$ cat src/rtl/core/lrx_pkg.sv
// ----------------------------------------------------------------------------
// lrx_pkg
// Shared types and constants of the Linkwitz-Riley crossover core: sample and
// coefficient widths, the register map and the coefficient reset values.
// ----------------------------------------------------------------------------
package lrx_pkg;

    localparam int DATA_W  = 32;            // sample and coefficient width
    localparam int PROD_W  = 2 * DATA_W;    // full product and accumulator width
    localparam int FRAC_W  = 30;            // Q2.30 fraction bits
    localparam int TAPS    = 5;             // multiply-accumulates per biquad
    localparam int NUM_REG = 8;             // configuration registers
    localparam int CIDX_W  = 4;             // width of the register index port
    localparam int REG_W   = 3;             // width of an index into the register file

    typedef logic signed [DATA_W-1:0] t_sample;
    typedef logic signed [PROD_W-1:0] t_acc;

    // Register map.
    localparam logic [REG_W-1:0] REG_HIGH_B0 = 3'd0;
    localparam logic [REG_W-1:0] REG_HIGH_B1 = 3'd1;
    localparam logic [REG_W-1:0] REG_HIGH_B2 = 3'd2;
    localparam logic [REG_W-1:0] REG_LOW_B0  = 3'd3;
    localparam logic [REG_W-1:0] REG_LOW_B1  = 3'd4;
    localparam logic [REG_W-1:0] REG_LOW_B2  = 3'd5;
    localparam logic [REG_W-1:0] REG_NEG_A1  = 3'd6;
    localparam logic [REG_W-1:0] REG_NEG_A2  = 3'd7;

    localparam t_sample COEF_RESET [NUM_REG] = '{
        32'sd1034714276,
        -32'sd2069428553,
        32'sd1034714276,
        32'sd709506,
        32'sd1419012,
        32'sd709506,
        32'sd2068009541,
        -32'sd997105741
    };

endpackage

$ cat src/rtl/core/linkwitz_riley_crossover_core.sv
// ----------------------------------------------------------------------------
// linkwitz_riley_crossover_core
// Fourth-order Linkwitz-Riley crossover built on one shared 32x32 multiplier
// and a 64-bit accumulator, stepped by a small sequencer through the biquads.
// ----------------------------------------------------------------------------
// Sequencing: per biquad the single multiplier runs five multiply/accumulate
//   steps, each a multiply state then an accumulate state, plus one write-back;
//   each channel has SECTIONS biquads. No new sample pair is taken until the
//   result is handed to the output register, which waits while it holds an untaken pair.
// Reset (synchronous, active low) clears all filter histories, loads the
//   default coefficients and empties the output register.
module linkwitz_riley_crossover_core
    import lrx_pkg::*;
#(
    parameter int SECTIONS = 2
) (
    input  logic                i_clk,
    input  logic                i_rst_n,
    // Input stream. tdata: [31:0] left_sample, [63:32] right_sample.
    input  logic                i_s_axis_tvalid,
    output logic                o_s_axis_tready,
    input  logic [2*DATA_W-1:0] i_s_axis_tdata,
    // Output stream. tdata: [31:0] left_high, [63:32] right_low.
    output logic                o_m_axis_tvalid,
    input  logic                i_m_axis_tready,
    output logic [2*DATA_W-1:0] o_m_axis_tdata,
    // Configuration write channel. Indexes past the register map are ignored.
    input  logic                i_cfg_valid,
    output logic                o_cfg_ready,
    input  logic [CIDX_W-1:0]   i_cfg_index,
    input  logic [DATA_W-1:0]   i_cfg_data
);

    localparam int SEC_W = (SECTIONS > 1) ? $clog2(SECTIONS) : 1;
    localparam logic [SEC_W-1:0] LAST_SEC = SEC_W'(SECTIONS - 1);
    localparam logic [2:0] LAST_TAP = 3'(TAPS - 1);

    // Sequencer states.
    localparam logic [2:0] ST_IDLE = 3'd0;  // waiting for an input transfer
    localparam logic [2:0] ST_MUL  = 3'd1;  // multiplier produces one product
    localparam logic [2:0] ST_ACC  = 3'd2;  // product added into the accumulator
    localparam logic [2:0] ST_WB   = 3'd3;  // section output and history update
    localparam logic [2:0] ST_DONE = 3'd4;  // hand the pair to the output register

    logic [2:0]       r_state, n_state;
    logic [SEC_W-1:0] r_sec;        // current section
    logic             r_ch;         // 0: left/highpass, 1: right/lowpass
    logic [2:0]       r_k;          // current tap of the biquad

    t_sample r_coef [NUM_REG];

    // Section histories, indexed by channel and section.
    t_sample r_x1 [2][SECTIONS];
    t_sample r_x2 [2][SECTIONS];
    t_sample r_y1 [2][SECTIONS];
    t_sample r_y2 [2][SECTIONS];

    // Running sample of each channel: the input, then each section's output.
    t_sample r_xl;
    t_sample r_xr;

    t_acc    r_prod;
    t_acc    r_acc;

    logic                r_out_valid;
    logic [2*DATA_W-1:0] r_out_data;

    logic       in_xfer;
    logic       out_xfer;
    logic       out_free;
    logic [REG_W-1:0] coef_sel;
    t_sample    coef_op;
    t_sample    data_op;
    t_sample    x_cur;
    t_sample    y_new;

    assign in_xfer  = i_s_axis_tvalid && o_s_axis_tready;
    assign out_xfer = r_out_valid && i_m_axis_tready;
    // The output register can take a new pair when it is empty or draining.
    assign out_free = !r_out_valid || i_m_axis_tready;

    assign o_s_axis_tready = (r_state == ST_IDLE);
    assign o_m_axis_tvalid = r_out_valid;
    assign o_m_axis_tdata  = r_out_data;
    assign o_cfg_ready     = 1'b1;

    // Operand selection for the shared multiplier. The feedforward taps take
    // the channel's own coefficients; the feedback taps are shared.
    always_comb begin
        x_cur = r_ch ? r_xr : r_xl;
        case (r_k)
            3'd0: begin
                coef_sel = r_ch ? REG_LOW_B0 : REG_HIGH_B0;
                data_op  = x_cur;
            end
            3'd1: begin
                coef_sel = r_ch ? REG_LOW_B1 : REG_HIGH_B1;
                data_op  = r_x1[r_ch][r_sec];
            end
            3'd2: begin
                coef_sel = r_ch ? REG_LOW_B2 : REG_HIGH_B2;
                data_op  = r_x2[r_ch][r_sec];
            end
            3'd3: begin
                coef_sel = REG_NEG_A1;
                data_op  = r_y1[r_ch][r_sec];
            end
            default: begin
                coef_sel = REG_NEG_A2;
                data_op  = r_y2[r_ch][r_sec];
            end
        endcase
        coef_op = r_coef[coef_sel];
        // Section output: bits 30..61 of the exact sum, wrapping.
        y_new = r_acc[FRAC_W +: DATA_W];
    end

    always_comb begin
        n_state = r_state;
        case (r_state)
            ST_IDLE: begin
                if (in_xfer) begin
                    n_state = ST_MUL;
                end
            end
            ST_MUL: begin
                n_state = ST_ACC;
            end
            ST_ACC: begin
                n_state = (r_k == LAST_TAP) ? ST_WB : ST_MUL;
            end
            ST_WB: begin
                n_state = (r_ch && r_sec == LAST_SEC) ? ST_DONE : ST_MUL;
            end
            ST_DONE: begin
                if (out_free) begin
                    n_state = ST_IDLE;
                end
            end
            default: begin
                n_state = ST_IDLE;
            end
        endcase
    end

    // Control state, coefficients and histories.
    always_ff @(posedge i_clk) begin
        if (!i_rst_n) begin
            r_state     <= ST_IDLE;
            r_sec       <= '0;
            r_ch        <= 1'b0;
            r_k         <= '0;
            r_out_valid <= 1'b0;
            for (int i = 0; i < NUM_REG; i++) begin
                r_coef[i] <= COEF_RESET[i];
            end
            for (int c = 0; c < 2; c++) begin
                for (int s = 0; s < SECTIONS; s++) begin
                    r_x1[c][s] <= '0;
                    r_x2[c][s] <= '0;
                    r_y1[c][s] <= '0;
                    r_y2[c][s] <= '0;
                end
            end
        end else begin
            r_state <= n_state;

            if (i_cfg_valid && o_cfg_ready && i_cfg_index < CIDX_W'(NUM_REG)) begin
                r_coef[i_cfg_index[REG_W-1:0]] <= i_cfg_data;
            end

            case (r_state)
                ST_IDLE: begin
                    r_sec <= '0;
                    r_ch  <= 1'b0;
                    r_k   <= '0;
                end
                ST_ACC: begin
                    if (r_k != LAST_TAP) begin
                        r_k <= r_k + 3'd1;
                    end
                end
                ST_WB: begin
                    r_x2[r_ch][r_sec] <= r_x1[r_ch][r_sec];
                    r_x1[r_ch][r_sec] <= x_cur;
                    r_y2[r_ch][r_sec] <= r_y1[r_ch][r_sec];
                    r_y1[r_ch][r_sec] <= y_new;
                    r_k  <= '0;
                    r_ch <= !r_ch;
                    if (r_ch && r_sec != LAST_SEC) begin
                        r_sec <= r_sec + SEC_W'(1);
                    end
                end
                default: begin
                end
            endcase

            if (r_state == ST_DONE && out_free) begin
                r_out_valid <= 1'b1;
            end else if (out_xfer) begin
                r_out_valid <= 1'b0;
            end
        end
    end

    // Datapath registers; they carry no reset.
    always_ff @(posedge i_clk) begin
        case (r_state)
            ST_IDLE: begin
                if (in_xfer) begin
                    r_xl <= i_s_axis_tdata[DATA_W-1:0];
                    r_xr <= i_s_axis_tdata[2*DATA_W-1:DATA_W];
                end
            end
            ST_MUL: begin
                r_prod <= coef_op * data_op;
            end
            ST_ACC: begin
                // The first tap starts a fresh sum; the rest add to it modulo 2^64.
                r_acc <= (r_k == 3'd0) ? r_prod : r_acc + r_prod;
            end
            ST_WB: begin
                if (r_ch) begin
                    r_xr <= y_new;
                end else begin
                    r_xl <= y_new;
                end
            end
            ST_DONE: begin
                if (out_free) begin
                    r_out_data <= {r_xr, r_xl};
                end
            end
            default: begin
            end
        endcase
    end

endmodule

$ cat config.mk
export PLATFORM = sky130hd
export DESIGN_NAME = linkwitz_riley_crossover_core
export DESIGN_NICKNAME = d
export VERILOG_FILES = /design/src/rtl/core/lrx_pkg.sv /design/src/rtl/core/linkwitz_riley_crossover_core.sv
export SDC_FILE = /design/constraint.sdc
export NUM_CORES = 2
export LEC_CHECK = 0
export BUFFER_PORTS_ARGS = -buffer_cell sky130_fd_sc_hd__buf_2
export CAP_MARGIN = 20
export CORE_MARGIN = 4
export CORE_UTILIZATION = 37
export CTS_CLUSTER_SIZE = 25
export DETAILED_ROUTE_END_ITERATION = 10
export SLEW_MARGIN = 25
export SYNTH_ARGS = -nofsm -noshare
export SYNTH_HDL_FRONTEND = slang
export SYNTH_SLANG_ARGS = --single-unit
$ cat constraint.sdc
create_clock -name i_clk -period 12.8 [get_ports i_clk]
set_input_delay 0.64 -clock i_clk [delete_from_list [all_inputs] [get_ports i_clk]]
set_output_delay 0.64 -clock i_clk [all_outputs]
set_load 0.03 [all_outputs]
Word-level counts from Yosys, hierarchy flattened
Memory sizes are Yosys's and may differ from the RTL's. A register that Yosys moved wholly into a read port is not among the register bits.
Cells that the tools add are included.
{"block": "word_totals", "ram_bits": 768, "mem_count": 5, "out_inout_bits": 67, "elab_cells": 135, "in_bits": 105, "ff_bits": 265}
{"block": "op_classes", "eq_ne": 15, "magnitude_cmp": 3, "n_bitwise": 2, "n_reduce_logical": 27, "n_mul": 1, "muxes": 69, "add_sub_neg": 3}
{"memory": "r_coef", "words": 8, "word_bits": 32, "read_ports": 1, "rd_clocked_by_memory_dff": 0, "wr": 8, "line_no": "linkwitz_riley_crossover_core.sv:50", "source": "t_sample r_coef [NUM_REG];"}
{"memory": "r_x1", "words": 2, "word_bits": 64, "read_ports": 1, "rd_clocked_by_memory_dff": 1, "wr": 2, "line_no": "linkwitz_riley_crossover_core.sv:53", "source": "t_sample r_x1 [2][SECTIONS];"}
{"memory": "r_x2", "words": 2, "word_bits": 64, "read_ports": 1, "rd_clocked_by_memory_dff": 1, "wr": 2, "line_no": "linkwitz_riley_crossover_core.sv:54", "source": "t_sample r_x2 [2][SECTIONS];"}
{"memory": "r_y1", "words": 2, "word_bits": 64, "read_ports": 1, "rd_clocked_by_memory_dff": 1, "wr": 2, "line_no": "linkwitz_riley_crossover_core.sv:55", "source": "t_sample r_y1 [2][SECTIONS];"}
{"memory": "r_y2", "words": 2, "word_bits": 64, "read_ports": 1, "rd_clocked_by_memory_dff": 1, "wr": 2, "line_no": "linkwitz_riley_crossover_core.sv:56", "source": "t_sample r_y2 [2][SECTIONS];"}
{"operator": "2-to-1 mux 64 bit", "n": 10}
{"operator": "2-to-1 mux 32 bit", "n": 19}
{"operator": "OR reduction 64 bit", "n": 4}
{"operator": "case mux 32 bit (2 select lines)", "n": 2}
{"operator": "case mux 32 bit (4 select lines)", "n": 1}
{"operator": "adder 64 bit", "n": 1}
{"operator": "multiplier 32 x 32 -> 64 bit", "n": 1}
{"operator": "demux 32 bit (select 1 bit)", "n": 1}
{"operator": "OR reduction 32 bit", "n": 1}
{"operator": "2-to-1 mux 1 bit", "n": 22}
{"operator": "2-to-1 mux 3 bit", "n": 7}
{"operator": "case mux 3 bit (5 select lines)", "n": 1}
{"operator": "equality test 3 x 2 -> 1 bit (second input constant)", "n": 4}
{"operator": "case mux 3 bit (4 select lines)", "n": 1}
{"operator": "!= test 2 bit (second input constant)", "n": 5}
{"operator": "AND reduction 2 bit", "n": 4}
{"operator": "logical AND 1 bit", "n": 7}
{"operator": "equality test 3 x 1 -> 1 bit (second input constant)", "n": 2}
{"operator": "equality test 3 bit (second input constant)", "n": 2}
{"operator": "logical NOT 3 bit", "n": 2}
{"operator": "case mux 3 bit (2 select lines)", "n": 1}
{"operator": "AND reduction 3 bit", "n": 2}
{"operator": "nonzero test 2 bit", "n": 3}
{"operator": "< comparator 4 bit (second input constant)", "n": 1}
{"operator": "other kinds (13)", "n": 16}

Depth between registers and ports, before layout
{"block": "logic_depth", "depth_word": 8, "mapped_depth": 38}

Least setup slack after synthesis
Ideal clock, no wire load.
{"block": "synth_path", "kind": "register -> register", "startpoint": "reg r_sec", "endpoint": "mem r_x1[1][0] (netlist name) (enable)", "t_required_ns": 12.008, "setup_time_ns": 0.792, "slack_ns": 1.192, "path_stages_with_launch": 9, "arrival_ns": 10.816, "cell_sequence": "dfxtp_1 buf_2 buf_4 clkbuf_1 buf_2 clkbuf_1 buf_1 nand2_1 o21ai_0"}
{"item": "start: declaration", "line_no": "linkwitz_riley_crossover_core.sv:46", "source": "logic [SEC_W-1:0] r_sec;"}
{"item": "start signal: assignment", "line_no": "linkwitz_riley_crossover_core.sv:191", "source": "r_sec <= r_sec + SEC_W'(1);"}
{"item": "end: declaration", "line_no": "linkwitz_riley_crossover_core.sv:53"}

Worst setup path after layout
{"block": "layout_path", "startpoint": "reg r_k[2]", "endpoint": "reg r_prod[58] (data pin)"}
{"block": "layout_between", "elab_chain_cells": 4, "word_cells_on_any_way": 8}
{"item": "start: declaration", "line_no": "linkwitz_riley_crossover_core.sv:48", "source": "logic [2:0] r_k;"}
{"item": "start signal: assignment", "line_no": "linkwitz_riley_crossover_core.sv:180", "source": "r_k <= r_k + 3'd1;"}
{"item": "equality test 3 x 2 -> 1 bit, or another cell as far along", "line_no": "linkwitz_riley_crossover_core.sv:91", "source": "case (r_k)"}
{"item": "case mux 3 bit (4 select lines)", "line_no": "linkwitz_riley_crossover_core.sv:91"}
{"item": "memory (8 x 32 bit)"}
{"item": "multiplier 32 x 32 -> 64 bit (*)", "line_no": "linkwitz_riley_crossover_core.sv:216", "source": "r_prod <= coef_op * data_op;"}
{"item": "end signal: assignment", "line_no": "linkwitz_riley_crossover_core.sv:216"}
{"item": "end: declaration", "line_no": "linkwitz_riley_crossover_core.sv:62", "source": "t_acc r_prod;"}
Mark *: on every way between the ends. The rest lies on a longest branch, timed or not.
A chain may end at the register's enable or synchronous reset.

==> impl_metrics.json <==
{
  "outcome": "complete, no violations",
  "syn-num-nets": 8655,
  "cts.clk_slew.worst_paths_ns": 0.07,
  "cp.required_ns": 13.22,
  "avgSynthCellArea_um2": 11.42,
  "multi_input_area_um2": 46790,
  "drive_gt1_share_pct": 10.29,
  "critPathKind": "reg2reg",
  "grt_max_degree": 73,
  "post_cts_buffers": 0,
  "max_freq_mhz": 86.19,
  "die_area_um2": 231000,
  "root_buffer": "clkbuf_16",
  "vias": 56485,
  "synth_cell_types": 93,
  "ios": 172,
  "seqCellArea_um2": 30840,
  "setup_viol": 0,
  "dpl.cell_count": 10102,
  "post-route-period-util_pct": 90.64,
  "hold_class": "in2reg",
  "rsz0062_at_grt": "no",
  "skew_ns": 0.09404,
  "gp_congestion": 0.9481,
  "cts_tree": "built",
  "viasPerCell": 5.488,
  "relSlewSlack_pct": 22.13,
  "period_minus_slack_ns": 11.60,
  "coreArea_um2": 222300,
  "grt_pass1_vias": 59010,
  "fin_nets": 8651,
  "drtAntennaViolNets": 0,
  "grt_pass1_wl_um": 383100,
  "synthFlopType": "edfxtp_1",
  "drtIter0Drc": 5947,
  "grt_overflow_total": 0,
  "yosys_warnings": 0,
  "cpMostUsedCell": "fa_1",
  "whs_ns": 0.1219,
  "cts-htree-levels": 3,
  "r2r_setup_slack_ns": 1.20,
  "die_x_um": 480.6,
  "rows": 173,
  "worstPathArrival_ns": 12.02,
  "clock_path_buffers": 3,
  "die_h_um": 480.6,
  "start_kind": "flip-flop",
  "cap_viol_max_count": 0,
  "cts_buffers": 107,
  "finalHoldViolCount": 0,
  "slowest_stage": "o31a_2",
  "clock_latency_ns": 0.80,
  "synth_edf_count": 1020,
  "ys_seq_area_share_pct": 37.30,
  "final_cells": 10292,
  "grt.total_usage_pct": 22.05,
  "async_reset_ff_share_pct": 0,
  "syn_area_um2": 82650,
  "slew_viol_final": 0,
  "start_util_pct": 37.18,
  "drc": 0,
  "end_kind": "flip-flop",
  "wl_per_cell_um": 24.85,
  "fill_cells": 21067,
  "tns_ns": 0,
  "cts-resized-gates": 0,
  "antenna_found_initial": 15,
  "hpwl_um": 182200,
  "syn2layout_area_growth_pct": 9.274,
  "dr.pass1.iters": 6,
  "synthCells": 7240,
  "cts.sinks": 1030,
  "port_buffers": 170,
  "drt-total-wl_um": 255800,
  "synth-seq-cells": 1030,
  "crit_fanout": 23,
  "tightest_slew_ns": 1.144,
  "max_stage_delay_ns": 0.73,
  "cts_hold_buf": 0
}
-- final cells by class --
class,instances,area share [%]
clock buffer,145,3.123
sequential,1030,34.15
antenna,2,0.005541
timing repair buffer,317,2.248
multi-input combinational,4826,51.80
tap,2975,4.121
inverter,954,3.965
clock inverter,43,0.5874
-- cell usage in the layout (no fill, tap or decap), types with 56 or more instances in the layout --
cell type,synthesis,final
clkbuf_16,0,107
mux4_2,133,133
buf_2,103,169
mux2i_1,101,98
a21oi_1,245,245
nor2b_1,72,71
nand2b_1,104,104
fa_1,1063,1063
or3_1,88,87
ha_1,247,246
inv_1,951,951
o21ai_0,86,78
xnor2_1,78,78
and3_1,209,208
nand2_1,716,707
and2_1,209,209
buf_4,37,142
a21o_1,88,88
a211oi_1,56,56
nor2_1,842,835
edfxtp_1,1020,1020
-- path summary, 6_finish.rpt --
check	start	depth (start not counted)	to
worst max-delay path	r_k[2]	30	r_prod[58]
worst min register to register	r_xr[3]	0	o_m_axis_tdata[35]
worst min-delay path	i_s_axis_tdata[55]	3	r_xr[23]
worst max register to register	r_k[2]	30	r_prod[58]
-- worst max-delay path, delay by kind of cell (launching register included) --
kind | cells | cell delay, ns
adders and majority gates | 10 | 4.70
and+or+nand+nor | 10 | 2.47
AOI/OAI and AO/OA | 3 | 1.34
muxes | 2 | 1.24
buffers and inverters | 5 | 0.89
DFF | 1 | 0.56
-- sequential cells by signal, summed over array words and instances, names as in the netlist, 32 cells and up, named ones only --
name,count
r_y2,128
r_xr,32
r_y1,128
r_x2,128
r_acc,62
r_xl,32
r_coef,256
o_m_axis_tdata,64
r_prod,62
r_x1,128
-- cell usage after synthesis (46+ instances only) --
library cell	instances	area, µm²
nor4_1	46	287.8
nor2_1	842	3161
mux2i_1	101	1011
nand2b_1	104	650.6
nor2b_1	72	450.4
a211oi_1	56	420.4
clkbuf_1	256	960.9
and2_1	209	1308
buf_2	103	515.5
and3_1	209	1308
or3_1	88	550.5
a21oi_1	245	1226
a21o_1	88	660.6
inv_1	951	3570
fa_1	1063	21280
o21ai_0	86	430.4
ha_1	247	3090
mux4_2	133	2995
nand2_1	716	2688
edfxtp_1	1020	30630
xnor2_1	78	683.2
-- per-layer routing --
metal  up-vias  wire length, µm  track usage, %  part of all wire (%)
met5         -               55               0                 0.022
met4         8            10440           7.641                   4.1
met3       554            25800           5.077                    10
met2      2842           115900           34.81                    45
met1     29097           103600           29.97                    40
li1      23984                -               -                     -
-- through the flow --
stage	worst slack (ns)	utilization, %	area [µm²]
final	1.198	40.63	90320
after global routing	0.9310	40.63	90310
after CTS	1.276	40.62	90300
after detailed placement	1.357	39.12	86950
after global placement	1.302	39.09	86900
after floorplan	1.192	-	82650
-- cell families (layout without fill, tap and decap cells) --
group                      Yosys count  count (layout)  share of synthesized area (%)
and+or+nand+nor                   2408            2408                          13.49
buffers and inverters             1384            1459                          6.800
adders and majority gates         1310            1310                          29.49
DFF                               1030            1030                          37.30
AOI/OAI and AO/OA                  685             685                          5.586
muxes                              304             304                          6.085
xor gates and xnor gates           118             118                          1.250
other                                1               3                       0.004537
Power is not shown: default switching activity piles up to over one toggle a cycle in this logic, so the estimate is an artifact.
